==> src/sv/clsrng_ram.sv <==
module clsrng_ram #(
  parameter int Width = 31,
  parameter int Depth = 32
) (
  input  logic                     clk_i,
  input  logic                     we_i,
  input  logic [$clog2(Depth)-1:0] waddr_i,
  input  logic [Width-1:0]         wdata_i,
  input  logic                     re_i,
  input  logic [$clog2(Depth)-1:0] raddr_i,
  output logic [Width-1:0]         rdata_o
);

  logic [Width-1:0] mem_q [Depth];
  logic [Width-1:0] rdata_q;

  always_ff @(posedge clk_i) begin
    if (we_i) begin
      mem_q[waddr_i] <= wdata_i;
    end
    if (re_i) begin
      rdata_q <= mem_q[raddr_i];
    end
  end

  assign rdata_o = rdata_q;

endmodule

==> config.mk <==
export PLATFORM = sky130hd
export DESIGN_NAME = clsrng_ram
export DESIGN_NICKNAME = d
export VERILOG_FILES = /design/src/sv/clsrng_ram.sv
export SDC_FILE = /design/constraint.sdc
export NUM_CORES = 1
export LEC_CHECK = 0
export ABC_CLOCK_PERIOD_IN_PS = 2950
export BUFFER_PORTS_ARGS = -buffer_cell sky130_fd_sc_hd__buf_2
export CAP_MARGIN = 15
export CORE_ASPECT_RATIO = 2
export CORE_MARGIN = 2
export CORE_UTILIZATION = 44
export CTS_CLUSTER_DIAMETER = 200
export DETAILED_ROUTE_END_ITERATION = 6
export SLEW_MARGIN = 5
export SYNTH_ARGS = -nofsm -noshare
export SYNTH_HDL_FRONTEND = slang
export SYNTH_SLANG_ARGS = --single-unit
==> constraint.sdc <==
create_clock -name clk_i -period 2.95 [get_ports clk_i]
set_input_delay 0.1475 -clock clk_i [delete_from_list [all_inputs] [get_ports clk_i]]
set_output_delay 0.1475 -clock clk_i [all_outputs]
set_load 0.02 [all_outputs]
==> summary.md <==
| Metric | Value |
|---|---|
| DR iter-0 viols | `1,698` |
| Antenna viol nets, final | `0` |
| Ys Warns | `0` |
| Worst path arrival time | `1990 ps` |
| Sequential share of the synthesized area | `77.82%` |
| Gpl congestion | `0.7747` |
| Fill cells | `7,140` |
| Cell-internal power | `between 20,000 and 25,000 µW` |
| Clock Sinks | `1,023` |
| Slew @ Worst Pin | `933.0 ps` |
| Clock tree buffer depth | `3` |
| Pre-CTS WS | `630.7 ps` |
| Most common cell after layout, fill and taps aside | `edfxtp_1` |
| Via count | `20,372` |
| Synth top area share | `77.82%` |
| # rows | `around 160` |
| Total gr overflow | `0` |
| Relative slew margins | `37.80%` |
| Final TNS setup | `0 ps` |
| Die H | `427.6 µm` |
| Nets@finish | `about 2,400` |
| Clock transition at path regs | `70 ps` |
| CP Max Fanout | `40` |
| Initial antenna violation count | `6` |
| Core ar. | `0.08902 mm²` |
| # DRC | `0` |
| Unique masters post-synth | `23` |
| Clock network fraction of total power | `38.6%` |
| Global-route wire length before repair | `between 100,000 and 150,000 µm` |
| Latest clock arrival within the worst-skew pair | `~650 ps` |
| Synth-to-layout area growth | `13.93%` |
| Ports | `75` |
| Post-Synth Adder-Cell Area | `0%` |
| Worst path required time | `3310 ps` |
| HP Start | `wdata_i[0]` |
| Layout cell share with drive strength beyond 1 | `13.60%` |
| CTS tree | `built` |
| Switch Pwr | `6125 µW` |
| Cell taking the most area after synthesis | `edfxtp_1` |
| Cts repair resizes | `0` |
| Initial Utilization | `44.34%` |
| Placed instance area | `between 0.04 and 0.05 mm²` |
| # setup viols final | `0` |
| Tmin final | `1624 ps` |
| Outcome | `completed` |
| LEAKAGE | `between 0.015 and 0.02 µW` |
| Die width | `215.8 µm` |
| CP startpoint | `raddr_i[0]` |
| Dpl hpwl | `around 57,000 µm` |
| Largest net degree at the start of global routing | `75` |
| RR Startpoint | `mem_q[5][6]$_DFFE_PP_` |
| Vias in the first global route | `21,241` |
| Slew Viols, Final | `0` |
| Mapped Cells | `2,192` |
| Hold Slack | `approximately 20 ps` |
| Drt total wl | `99,810 µm` |
| CP Capture Type | `flip-flop` |
| Critical Path Start Type | `input port` |
| Port bufs | `74` |
| Synth Area in Compound Gates | `a little under 5%` |
| Pwr Total | `29,130 µW` |
| Gr usage total | `21.84%` |
| First-pass DRT Iterations | `5` |
| Worst Hold Class | `in2reg` |
| Largest family of logic cells by synthesized area | `multiplexers` |
| Most frequent cells in the layout | `edfxtp_1 (1,023), mux2i_1 (496), nand3_1 (95), nand2_1 (94)` |
| Post-Syn Nets | `approximately 2,200` |
| Vias/cell | `about 5.7` |
| Inserted Clock Buffers | `roughly 80` |
| Sw Ratio | `21.02%` |
| Critical path type | `in2reg` |
| Max Freq | `0.6158 GHz` |
| Post-layout instance area | `0.04497 mm²` |
| Syn_area_per_cell | `18.01 µm²` |
| Gate power share | `under 10%` |
| Largest cells by area after synthesis | `edfxtp_1 (78%), mux2i_1 (13%), a22oi_1 (1.8%)` |
| Mux share of post-synthesis cell area | `about an eighth` |
| Yosys reg bits | `1,023` |
| Final Cycle Share | `a little under three fifths` |
| Total die area | `0.09227 mm²` |
| Routed wire per std cell | `~28 µm` |
| H-Tree Depth | `3` |
| CTS Root Cell | `clkbuf_16` |
| Post-Synth Simple-Gate Area | `3.097%` |
| Reg power frac | `55.9%` |
| Synthesized area | `0.03947 mm²` |
| Pwr dens | `between 600 and 700 mW/mm²` |
| Worst vdd ir | `430.4 µV` |
| RSZ-0062 raised after global routing | `false` |
| Synth Area in XOR/XNOR | `0%` |
| Worst Slack Setup Final | `between 1000 and 1500 ps` |
| Final Hold Viols | `0` |
| Max Cap Viol | `0` |
| Clk_skew | `13.58 ps` |
## registers in the layout, indices dropped and copies added, names as in the netlist
name     cells
mem_q      992
rdata_o     31
## timing repair
| item | 4_1_cts | 5_1_grt |
|---|---|---|
| hold endpoints to repair | 528 | 0 |
| hold buffers | 19 | 0 |
| buffers inserted | 0 | 0 |
## power groups by stage
stage / registers (µW) / logic [µW] / clock network, µW
global route: 16300 / 1710 / 12000
CTS: 16300 / 1600 / 11400
global placement: 16600 / 1560 / 0
floorplan: 16600 / 825 / 0
detailed placement: 16600 / 1580 / 0
finish: 16300 / 1590 / 11300
## cell usage after synthesis
| cell | number |
|---|---|
| nand2_1 | 95 |
| or3b_2 | 3 |
| a21oi_1 | 93 |
| a22oi_1 | 93 |
| clkbuf_1 | 47 |
| buf_2 | 32 |
| or2_2 | 1 |
| nor2_1 | 34 |
| nand2b_1 | 2 |
| nor3_1 | 31 |
| nand3b_1 | 5 |
| a22o_1 | 62 |
| buf_4 | 33 |
| and2_1 | 1 |
| nor2b_1 | 2 |
| buf_1 | 6 |
| edfxtp_1 | 1023 |
| or3_1 | 1 |
| mux2i_1 | 496 |
| clkbuf_4 | 2 |
| nand3_1 | 95 |
| a31oi_1 | 31 |
| buf_6 | 4 |
## final timing paths
check	endpoint	slack [ps]	depth (start not counted)
min reg2reg	rdata_o[17]$_DFFE_PP_	680	4
min	mem_q[24][0]$_DFFE_PP_	20	1
max reg2reg	rdata_o[6]$_DFFE_PP_	1440	5
max	rdata_o[14]$_DFFE_PP_	1330	7
## area by class of cell
class	count	area (µm²)	area share, %
flip-flops and latches	1023	30720	68.31
multi-input cells	1045	8361	18.59
clock buffers	99	2222	4.941
repair buffers	186	1682	3.739
well taps	1177	1473	3.275
clock inverters	52	510.5	1.135
diodes	2	5.005	0.01113
## metal layers
layer | wire length [µm] | GRT usage [%]
met5 | 51 | 0
met4 | 3896 | 9.287
met3 | 4196 | 2.801
met2 | 54660 | 40.90
met1 | 37010 | 24.94
## stage by stage
step	std cells	utilization [%]
4_1_cts	3582	50.52
3_3_place_gp	3412	47.23
6_report	3584	50.52
3_5_place_dp	3412	47.23
2_1_floorplan	2192	-
5_1_grt	3583	50.52
## critical path: stages
cell and delay [ps]:
buf_8 370, buf_12 270, buf_4 290, mux2i_1 210
a22oi_1 100, a31oi_1 390, nand3_1 180
## logic make-up after synthesis
family / after synthesis
flip-flops: 1023
AND/OR/NAND/NOR: 270
AO/OA/AOI/OAI: 279
multiplexers: 496
buffers and inverters: 124
(Power assumes the default switching activity.)
