## config.mk

```make
export PLATFORM = sky130hd
export DESIGN_NAME = clsrng_lcg
export DESIGN_NICKNAME = d
export VERILOG_FILES = /design/src/sv/clsrng_pkg.sv /design/src/sv/clsrng_lcg.sv
export SDC_FILE = /design/constraint.sdc
export NUM_CORES = 1
export LEC_CHECK = 0
export ABC_AREA = 1
export BUFFER_PORTS_ARGS = -buffer_cell sky130_fd_sc_hd__buf_2
export CAP_MARGIN = 25
export CORE_MARGIN = 10
export CORE_UTILIZATION = 40
export CTS_CLUSTER_DIAMETER = 60
export DETAILED_ROUTE_END_ITERATION = 8
export PLACE_DENSITY_LB_ADDON = 0.1
export SETUP_SLACK_MARGIN = 0.05
export SYNTH_ARGS = -nofsm -noshare
export SYNTH_HDL_FRONTEND = slang
export SYNTH_SLANG_ARGS = --single-unit
```

## constraint.sdc

```tcl
create_clock -name clk_i -period 10 [get_ports clk_i]
set_input_delay 1 -clock clk_i [delete_from_list [all_inputs] [get_ports clk_i]]
set_output_delay 1 -clock clk_i [all_outputs]
set_load 0.005 [all_outputs]
```

## src/sv/clsrng_pkg.sv

```systemverilog
package clsrng_pkg;

  localparam int DATA_W = 31;
  localparam int MUL_W  = 16;
  localparam int FOLD_W = 8;
  localparam int OP_W   = 2;

  localparam int TABLE_DEPTH = 32;

  // moduli are 2^31 - fold, so a product folds back as hi*fold + lo
  localparam logic [DATA_W-1:0] M1  = 31'd2147483563;
  localparam logic [DATA_W-1:0] M2  = 31'd2147483399;
  localparam logic [DATA_W-1:0] MM1 = 31'd2147483562;
  localparam logic [MUL_W-1:0]  A1  = 16'd40014;
  localparam logic [MUL_W-1:0]  A2  = 16'd40692;
  localparam logic [FOLD_W-1:0] C1  = 8'd85;
  localparam logic [FOLD_W-1:0] C2  = 8'd249;

  localparam logic [DATA_W-1:0] G1_RST = 31'd1;
  localparam logic [DATA_W-1:0] G2_RST = 31'd123456789;

  typedef enum logic [OP_W-1:0] {
    OP_DRAW   = 2'd0,
    OP_RESEED = 2'd1,
    OP_LOAD   = 2'd2
  } op_e;

endpackage

```

## src/sv/clsrng_lcg.sv

```systemverilog
module clsrng_lcg import clsrng_pkg::*; #(
  parameter logic [MUL_W-1:0]  Mult    = A1,
  parameter logic [FOLD_W-1:0] Fold    = C1,
  parameter logic [DATA_W-1:0] Modulus = M1
) (
  input  logic              clk_i,
  input  logic [DATA_W-1:0] x_i,
  output logic [DATA_W-1:0] y_o
);

  localparam int PW = MUL_W + DATA_W;

  logic [PW-1:0]           prod_q;
  logic [MUL_W-1:0]        hi;
  logic [DATA_W-1:0]       lo;
  logic [MUL_W+FOLD_W-1:0] hf;
  logic [DATA_W:0]         sum;

  // y = (Mult * x) mod Modulus; the product of x is registered, the fold is combinational
  always_ff @(posedge clk_i) begin
    prod_q <= PW'(x_i) * PW'(Mult);
  end

  always_comb begin
    hi  = prod_q[PW-1:DATA_W];
    lo  = prod_q[DATA_W-1:0];
    hf  = (MUL_W+FOLD_W)'(hi) * (MUL_W+FOLD_W)'(Fold);
    sum = (DATA_W+1)'(hf) + (DATA_W+1)'(lo);
    if (sum >= {1'b0, Modulus}) begin
      y_o = DATA_W'(sum - {1'b0, Modulus});
    end else begin
      y_o = DATA_W'(sum);
    end
  end

endmodule

```

==> results.sh, run 1 <==
export IMPL_crit_type="reg2out"
export IMPL_first_global_vias=11300
export IMPL_first_pass_iters=5
export IMPL_fillCellCount=3381
export IMPL_cp_required_ns=9.00
export IMPL_vias=10700
export IMPL_regArea_um2=921
export IMPL_drt_initial_drc_count=348
export IMPL_area_growth_pct=7.11
export IMPL_cts_setup_buffers=0
export IMPL_start_util=0.406
export IMPL_syn_avg_cell_area_um2=7.38
export IMPL_vias_per_cell=4.84
export IMPL_cp_max_fo=48
export IMPL_drv_slew=0
export IMPL_cts_buffers=5
export IMPL_synth_top_flop_cell="dfxtp_1"
export IMPL_grt_ovfl_total=0
export IMPL_syn_nets=2150
export IMPL_hold_end="prod_q[1]"
export IMPL_grt_setup_unrepaired="no"
export IMPL_cts_tree="built"
export IMPL_groute_usage_overall=0.185
export IMPL_end_kind="output pin"
export IMPL_top_layer_used="met4"
export IMPL_fmax_mhz=147
export IMPL_drtAntennaViolNets=0
export IMPL_hp_class="in2reg"
export IMPL_largest_register_ffs=46
export IMPL_tightest_slew_ns=0.775
export IMPL_grt_max_degree=49
export IMPL_arrival_ns=5.81
export IMPL_setup_tns_ns=0
export IMPL_top_regs="prod_q: 46 flops"
export IMPL_antenna_found_initial=0
export IMPL_finalHoldViolations=0
export IMPL_multi_input_comb_area_um2=10000
export IMPL_cts_max_path_buffers=2
export IMPL_hold_depth=1
export IMPL_synth_edf_count=0
export IMPL_synth_seq_area_share=0.0719
export IMPL_die_h_um=199
export IMPL_timing_final_crit_share=0.681
export IMPL_core_area_um2=31600
export IMPL_io_pins=63
export IMPL_wl_met2_um=17900
export IMPL_wire_per_inst_um=15.8
export IMPL_cts_sinks=46
export IMPL_run_status="completed"
export IMPL_syn_area_um2=12800
export IMPL_drive_above_1_share=0.0572
export IMPL_fin_crit_ns=6.81
export IMPL_drt_drc_violations_left=0
export IMPL_htreeDepth=2
export IMPL_place_ws_ns=3.49
export IMPL_wl_met1_um=15100
export IMPL_min_delay_start="x_i[0]"
export IMPL_clk_pin_slew_worst_paths_ns=0.07
export IMPL_synth_async_reset_ratio=0
export IMPL_floorplan_rows=65
export IMPL_cts_resized_gates=0
export IMPL_setup_ws_ns=3.19
export IMPL_fp_dieW_um=199
export IMPL_fin_nets=2213
export IMPL_grt_pass1_wl_um=57800
export IMPL_root_buffer="clkbuf_16"
export IMPL_yosys_warnings=0
export IMPL_synth_distinct_cells=39
export IMPL_portBuffers=62
export IMPL_cts_hold_buf=0
export IMPL_wl_met3_um=901
export IMPL_setup_violations=0
export IMPL_startpoint_type="flop"
export IMPL_maxSlewHeadroom=0.482
export IMPL_wirelength_um=34900
export IMPL_ys_seq_elements=46
export IMPL_maxCapViolCount=0
export IMPL_regMostFlops="prod_q"
export IMPL_gp_congestion=0.932
export IMPL_die_area_um2=39600
export IMPL_hpwl_um=32600
export IMPL_postSynthCellCount=1737
export IMPL_antenna_cells=0
[critical path, stage by stage (launching register included)]
cell and delay, ns:
dfxtp_1 0.51, ha_1 0.32, fa_1 0.49, fa_1 0.54, inv_1 0.05, fa_1 0.52, inv_1 0.04, ha_1 0.38
nand2_1 0.16, inv_1 0.05, a21oi_1 0.19, nand2_1 0.17, nand2_1 0.11, nand2_1 0.08, nand2_1 0.11, nand2_1 0.07
nand2_1 0.06, nand2_1 0.13, nor2_1 0.20, nand2_1 0.07, nor2_1 0.12, nand2_2 0.10, nand2_2 0.58, o21ai_0 0.17
o21ai_0 0.11, buf_2 0.15
[Yosys cell counts, drive strengths merged, types with 3 or more instances]
cell type / number / share of area
buf: 6 / 0.0040
o211ai: 3 / 0.0018
a21oi: 80 / 0.032
a21boi: 3 / 0.0018
ha: 208 / 0.20
nand4: 23 / 0.011
xor2: 38 / 0.027
nand3b: 5 / 0.0029
o21a: 5 / 0.0029
a31oi: 8 / 0.0039
a21o: 7 / 0.0041
nor2: 128 / 0.039
dfxtp: 46 / 0.072
o21ai: 49 / 0.019
nor3: 13 / 0.0055
o21bai: 7 / 0.0041
inv: 480 / 0.14
nand3: 69 / 0.029
and2: 3 / 0.0016
xnor2: 22 / 0.015
nand2: 354 / 0.11
fa: 173 / 0.27
[layout by cell type, fill, tap and decap left out, drive strengths merged]
cell type / count
clkbuf: 5
a21oi: 80
nor4: 2
ha: 208
nand2: 354
nand3b: 5
and2: 3
a221oi: 2
o21ai: 49
a21boi: 3
o211a: 1
o211ai: 3
buf: 62
fa: 173
a21o: 7
nor2: 128
xor2: 38
o21a: 5
nand3: 69
nor3: 13
nand4: 23
o21bai: 7
inv: 481
clkinvlp: 2
dfxtp: 46
o31ai: 1
o2111ai: 1
xnor2: 22
a31oi: 8
[through the flow]
step	util	hold slack (ns)	instance area, um2	instances
finish	0.435	0.930	13700	2203
detailed placement	0.430	1.23	13600	2195
global route	0.435	0.926	13700	2203
floorplan	-	1.03	12800	1737
CTS	0.435	0.920	13700	2203
global placement	0.430	1.22	13600	2195
[cell type report]
class                           instances  share of cell area
Sequential cell                        46              0.0671
Clock inverter                          3             0.00173
Timing Repair Buffer                   62              0.0226
Tap cell                              402              0.0366
Clock buffer                            5             0.00911
Multi-Input combinational cell       1205               0.732
Inverter                              480               0.131
[cell families after synthesis]
family | count (synthesis) | share of synthesized area
buf+inv | 486 | 0.145
flops | 46 | 0.0719
xor+xnor | 60 | 0.0422
simple gates | 597 | 0.195
fa+ha+maj | 381 | 0.473
compound gates | 167 | 0.0729
[worst max path at each step]
stage,end,start,slack (ns),cells after the start
6_report,y_o[2],prod_q[36],3.19,25
5_1_grt,y_o[2],prod_q[36],2.66,25
4_1_cts,y_o[2],prod_q[36],3.16,25
3_5_place_dp,y_o[2],prod_q[36],3.49,25
3_3_place_gp,y_o[2],prod_q[36],3.54,25
2_1_floorplan,prod_q[46],x_i[11],4.36,21
[metal layers]
| layer | global-route usage | up-vias |
|---|---|---|
| met5 | 0 | - |
| met4 | 0.0554 | 0 |
| met3 | 0.0123 | 40 |
| met2 | 0.345 | 181 |
| met1 | 0.220 | 5021 |
| li1 | - | 5431 |
Power of run 1 is not shown: default switching activity piles up to over one toggle a cycle in this logic, so the estimate is an artifact.
==> inputs of run 2 (changes only) <==
- clock period: 10 -> 5.6 ns (I/O delays scaled with it)
==> run 2 against run 1 <==
Count of clock-buffer cells in the layout unchanged. Worst hold slack got worse by 0.45 ns. Worst setup slack worse by 2.9 ns. Critical path depth grew 3. Die area is the same. First-iteration DRC count grew 8.6%. Wire length is 7.0% higher. Sequential share of layout area shrank 0.54 points. Non-clock buffer count is 129 higher. Cell area increased by 12%. Global-route usage is 1.2 points higher. Final cell count grew 5.9%. Critical path type unchanged. Critical endpoint is now y_o[24].
==> results.sh, run 2 (same netlist as run 1, synthesis figures left out) <==
export IMPL_run_status="completed"
export IMPL_wire_per_inst_um=16.0
export IMPL_io_pins=63
export IMPL_startpoint_type="flop"
export IMPL_grt_setup_unrepaired="yes"
export IMPL_timing_final_crit_share=0.955
export IMPL_antenna_cells=0
export IMPL_portBuffers=62
export IMPL_cp_max_fo=4
export IMPL_first_global_vias=12000
export IMPL_fillCellCount=3228
export IMPL_cts_max_path_buffers=2
export IMPL_fmax_mhz=187
export IMPL_grt_ovfl_total=0
export IMPL_maxCapViolCount=0
export IMPL_layout_commonest_cell="inv_1"
export IMPL_cp_required_ns=5.04
export IMPL_regMostFlops="prod_q"
export IMPL_hpwl_um=34000
export IMPL_utilization=0.489
export IMPL_die_h_um=199
export IMPL_first_pass_iters=5
export IMPL_clk_pin_slew_worst_paths_ns=0.06
export IMPL_drt_initial_drc_count=378
export IMPL_fin_nets=2342
export IMPL_finalHoldViolations=0
export IMPL_regArea_um2=952
export IMPL_crit_top_cell="nand2_1"
export IMPL_die_area_um2=39600
export IMPL_cp_top_family="adder cells"
export IMPL_start_util=0.406
export IMPL_area_growth_pct=20.4
export IMPL_final_cell_mix="inv_1, nand2_1, ha_1, fa_1, buf_4"
export IMPL_antenna_found_initial=0
export IMPL_drtAntennaViolNets=0
export IMPL_drt_drc_violations_left=0
export IMPL_gp_congestion=0.891
export IMPL_end_kind="output pin"
export IMPL_crit_type="reg2out"
export IMPL_arrival_ns=4.79
export IMPL_multi_input_comb_area_um2=10700
export IMPL_groute_usage_overall=0.196
export IMPL_largest_register_ffs=46
export IMPL_drv_slew=0
export IMPL_final_area_um2=15400
export IMPL_top_regs="prod_q: 46 flops"
export IMPL_core_area_um2=31600
export IMPL_tightest_slew_ns=0.456
export IMPL_crit_buf_inv=6
export IMPL_floorplan_rows=65
export IMPL_vias=11200
export IMPL_drive_above_1_share=0.184
export IMPL_vias_per_cell=4.80
export IMPL_wirelength_um=37300
export IMPL_fin_crit_ns=5.35
export IMPL_critPathMaxStageDelay_ns=0.52
export IMPL_placed_area_um2=14400
export IMPL_root_buffer="clkbuf_16"
export IMPL_htreeDepth=2
export IMPL_cts_sinks=46
export IMPL_grt_pass1_wl_um=61200
export IMPL_maxSlewHeadroom=0.694
export IMPL_hp_class="in2reg"
export IMPL_fp_dieW_um=199
export IMPL_cp_slowest_cell="fa_1"
export IMPL_setup_violations=0
export IMPL_cts_buffers=5
export IMPL_cts_tree="built"
export IMPL_grt_max_degree=23
==> run 2: changes by cell type in the layout (fill, tap and decap cells not counted), sizes merged <==
cell,change
buf,+129
clkinv,+1
clkinvlp,-1
==> run 2: path summary, 6_finish.rpt <==
check / startpoint / end / slack [ns] / cells past startpoint
worst max-delay path: prod_q[33] / y_o[24] / 0.25 / 28
worst min-delay path: x_i[0] / prod_q[1] / 0.48 / 1
==> run 2: layout make-up <==
type / count / share of cell area
Multi-Input combinational cell: 1205 / 0.693
Clock inverter: 3 / 0.00162
Tap cell: 402 / 0.0326
Timing Repair Buffer: 191 / 0.0865
Clock buffer: 5 / 0.00811
Sequential cell: 46 / 0.0617
Inverter: 480 / 0.117
==> run 2: per-layer routing <==
layer,global-route usage,part of all wire,vias to the layer above
met1,0.218,0.41,5297
li1,-,-,5681
met3,0.0172,0.027,56
met5,0,0,-
met2,0.374,0.52,163
met4,0.0791,0.041,0
==> run 2: metrics by stage <==
step	std cells	worst slack, ns	hold WS, ns	setup TNS, ns
after global placement	2302	-0.0645	0.773	-0.117
after global routing	2332	-0.00986	0.477	-0.00986
after floorplan	1737	0.404	0.588	0
after CTS	2320	0.0507	0.471	0
after detailed placement	2302	-0.0594	0.771	-0.137
final	2332	0.249	0.479	0
==> run 2: repair_timing <==
action	4_1_cts	5_1_grt
pin swaps	7	57
gates cloned	2	0
hold buffers	0	0
resized for setup	38	128
endpoints found under the setup margin	31	47
setup buffers	8	12
Power of run 2 is left out for the same reason.
==> inputs of run 3 (changes only) <==
- RECOVER_POWER: default -> 100
==> run 3 against run 2 <==
Sequential cell count did not move. Cell area fell by 0.37%. Global-route usage unchanged. Sequential share of layout area is essentially flat. Worst hold slack better by 0.048 ns. Utilization decreased by 0.18 points. Largest cell class unchanged.
==> results.sh, run 3 (same netlist as run 1, synthesis figures left out) <==
export IMPL_run_status="completed"
export IMPL_io_pins=63
export IMPL_first_pass_iters=5
export IMPL_grt_setup_unrepaired="yes"
export IMPL_drt_drc_violations_left=0
export IMPL_grtUsageMet1=0.218
export IMPL_vias_per_cell=4.79
export IMPL_tightest_slew_ns=0.455
export IMPL_met2_usage=0.374
export IMPL_hold_depth=1
export IMPL_regMostFlops="prod_q"
export IMPL_cp_max_fo=4
export IMPL_area_growth_pct=19.9
export IMPL_drv_slew=0
export IMPL_min_delay_start="x_i[0]"
export IMPL_start_util=0.406
export IMPL_antenna_found_initial=0
export IMPL_fin_nets=2342
export IMPL_drive_above_1_share=0.174
export IMPL_die_area_um2=39600
export IMPL_final_cells=2332
export IMPL_portBuffers=62
export IMPL_setup_violations=0
export IMPL_timing_final_crit_share=0.957
export IMPL_htreeDepth=2
export IMPL_cts_buffers=5
export IMPL_layout_commonest_cell="inv_1"
export IMPL_hp_class="in2reg"
export IMPL_top_regs="prod_q: 46 flops"
export IMPL_grt_max_degree=23
export IMPL_cts_tree="built"
export IMPL_cts_max_path_buffers=2
export IMPL_core_area_um2=31600
export IMPL_drt_initial_drc_count=388
export IMPL_groute_usage_overall=0.196
export IMPL_holdWs_ns=0.528
export IMPL_busiest_layer="met2"
export IMPL_wire_per_inst_um=16.0
export IMPL_cp_required_ns=5.82
export IMPL_place_inst=2302
export IMPL_wirelength_um=37300
export IMPL_fp_dieW_um=199
export IMPL_grt_ovfl_total=0
export IMPL_antenna_cells=0
export IMPL_maxSlewHeadroom=0.695
export IMPL_largest_register_ffs=46
export IMPL_gp_congestion=0.891
export IMPL_root_buffer="clkbuf_16"
export IMPL_startpoint_type="input port"
export IMPL_grt_pass1_wl_um=61200
export IMPL_hpwl_um=34000
export IMPL_crit_type="in2reg"
export IMPL_clk_pin_slew_worst_paths_ns=0.07
export IMPL_die_h_um=199
export IMPL_drtAntennaViolNets=0
export IMPL_vias=11200
export IMPL_final_cell_mix="inv_1, nand2_1, ha_1, fa_1, buf_4"
export IMPL_grtUsageMet3=0.0172
export IMPL_floorplan_rows=65
export IMPL_cts_sinks=46
export IMPL_arrival_ns=5.58
export IMPL_fin_crit_ns=5.36
export IMPL_first_global_vias=12000
export IMPL_end_kind="flop"
export IMPL_utilization=0.487
export IMPL_fmax_mhz=187
export IMPL_finalHoldViolations=0
export IMPL_hold_end="prod_q[1]"
export IMPL_maxCapViolCount=0
-- run 3: per-stage QoR --
stage / TNS, ns / setup slack [ns] / cell area [um2]
after global placement: -0.117 / -0.0645 / 14400
after detailed placement: -0.137 / -0.0594 / 14400
final: 0 / 0.242 / 15400
after global routing: -0.00986 / -0.00986 / 15400
after floorplan: 0 / 0.404 / 12800
after CTS: 0 / 0.0507 / 14800
-- run 3: worst max path at each step --
stage                           from          to  slack (ns)  depth (start not counted)
after floorplan              x_i[11]  prod_q[46]        0.40                         21
after global placement        x_i[8]  prod_q[35]       -0.06                         19
after detailed placement      x_i[8]  prod_q[35]       -0.06                         19
after CTS                 prod_q[34]     y_o[24]        0.05                         26
after global routing      prod_q[33]     y_o[18]       -0.01                         27
final                         x_i[8]  prod_q[46]        0.24                         20
-- run 3: timing repair --
action,4_1_cts,5_1_grt
buffers inserted,8,12
endpoints found under the setup margin,31,47
hold buffers,0,0
resized for setup,38,128
pin swaps,7,57
gates cloned,2,0
-- run 3: metal layers --
metal	share of wire	up-vias
met3	0.026	58
met5	0	-
met2	0.52	169
met1	0.41	5265
met4	0.042	0
li1	-	5680
-- run 3: cell type report --
| class | count | area (um2) |
|---|---|---|
| clock inverter | 3 | 25.0 |
| inverter | 480 | 1800 |
| multi-input combinational | 1205 | 10700 |
| sequential | 46 | 950 |
| tap | 402 | 503 |
| timing repair buffer | 191 | 1290 |
| clock buffer | 5 | 125 |
| fill | 3248 | 16200 |
-- run 3: worst max-delay path, cell delays in order --
cell and delay [ns]:
buf_2 0.15, fa_1 0.49, ha_1 0.35, fa_1 0.55, inv_1 0.06, fa_1 0.50
fa_1 0.52, fa_1 0.54, inv_1 0.04, ha_1 0.35, nand2_1 0.12, o21ai_0 0.25
a21oi_1 0.09, o21ai_0 0.16, a21oi_1 0.06, buf_4 0.17, o21ai_0 0.25, nand2_1 0.11
nand2_1 0.10, xor2_1 0.16
Power of run 3 is left out for the same reason.
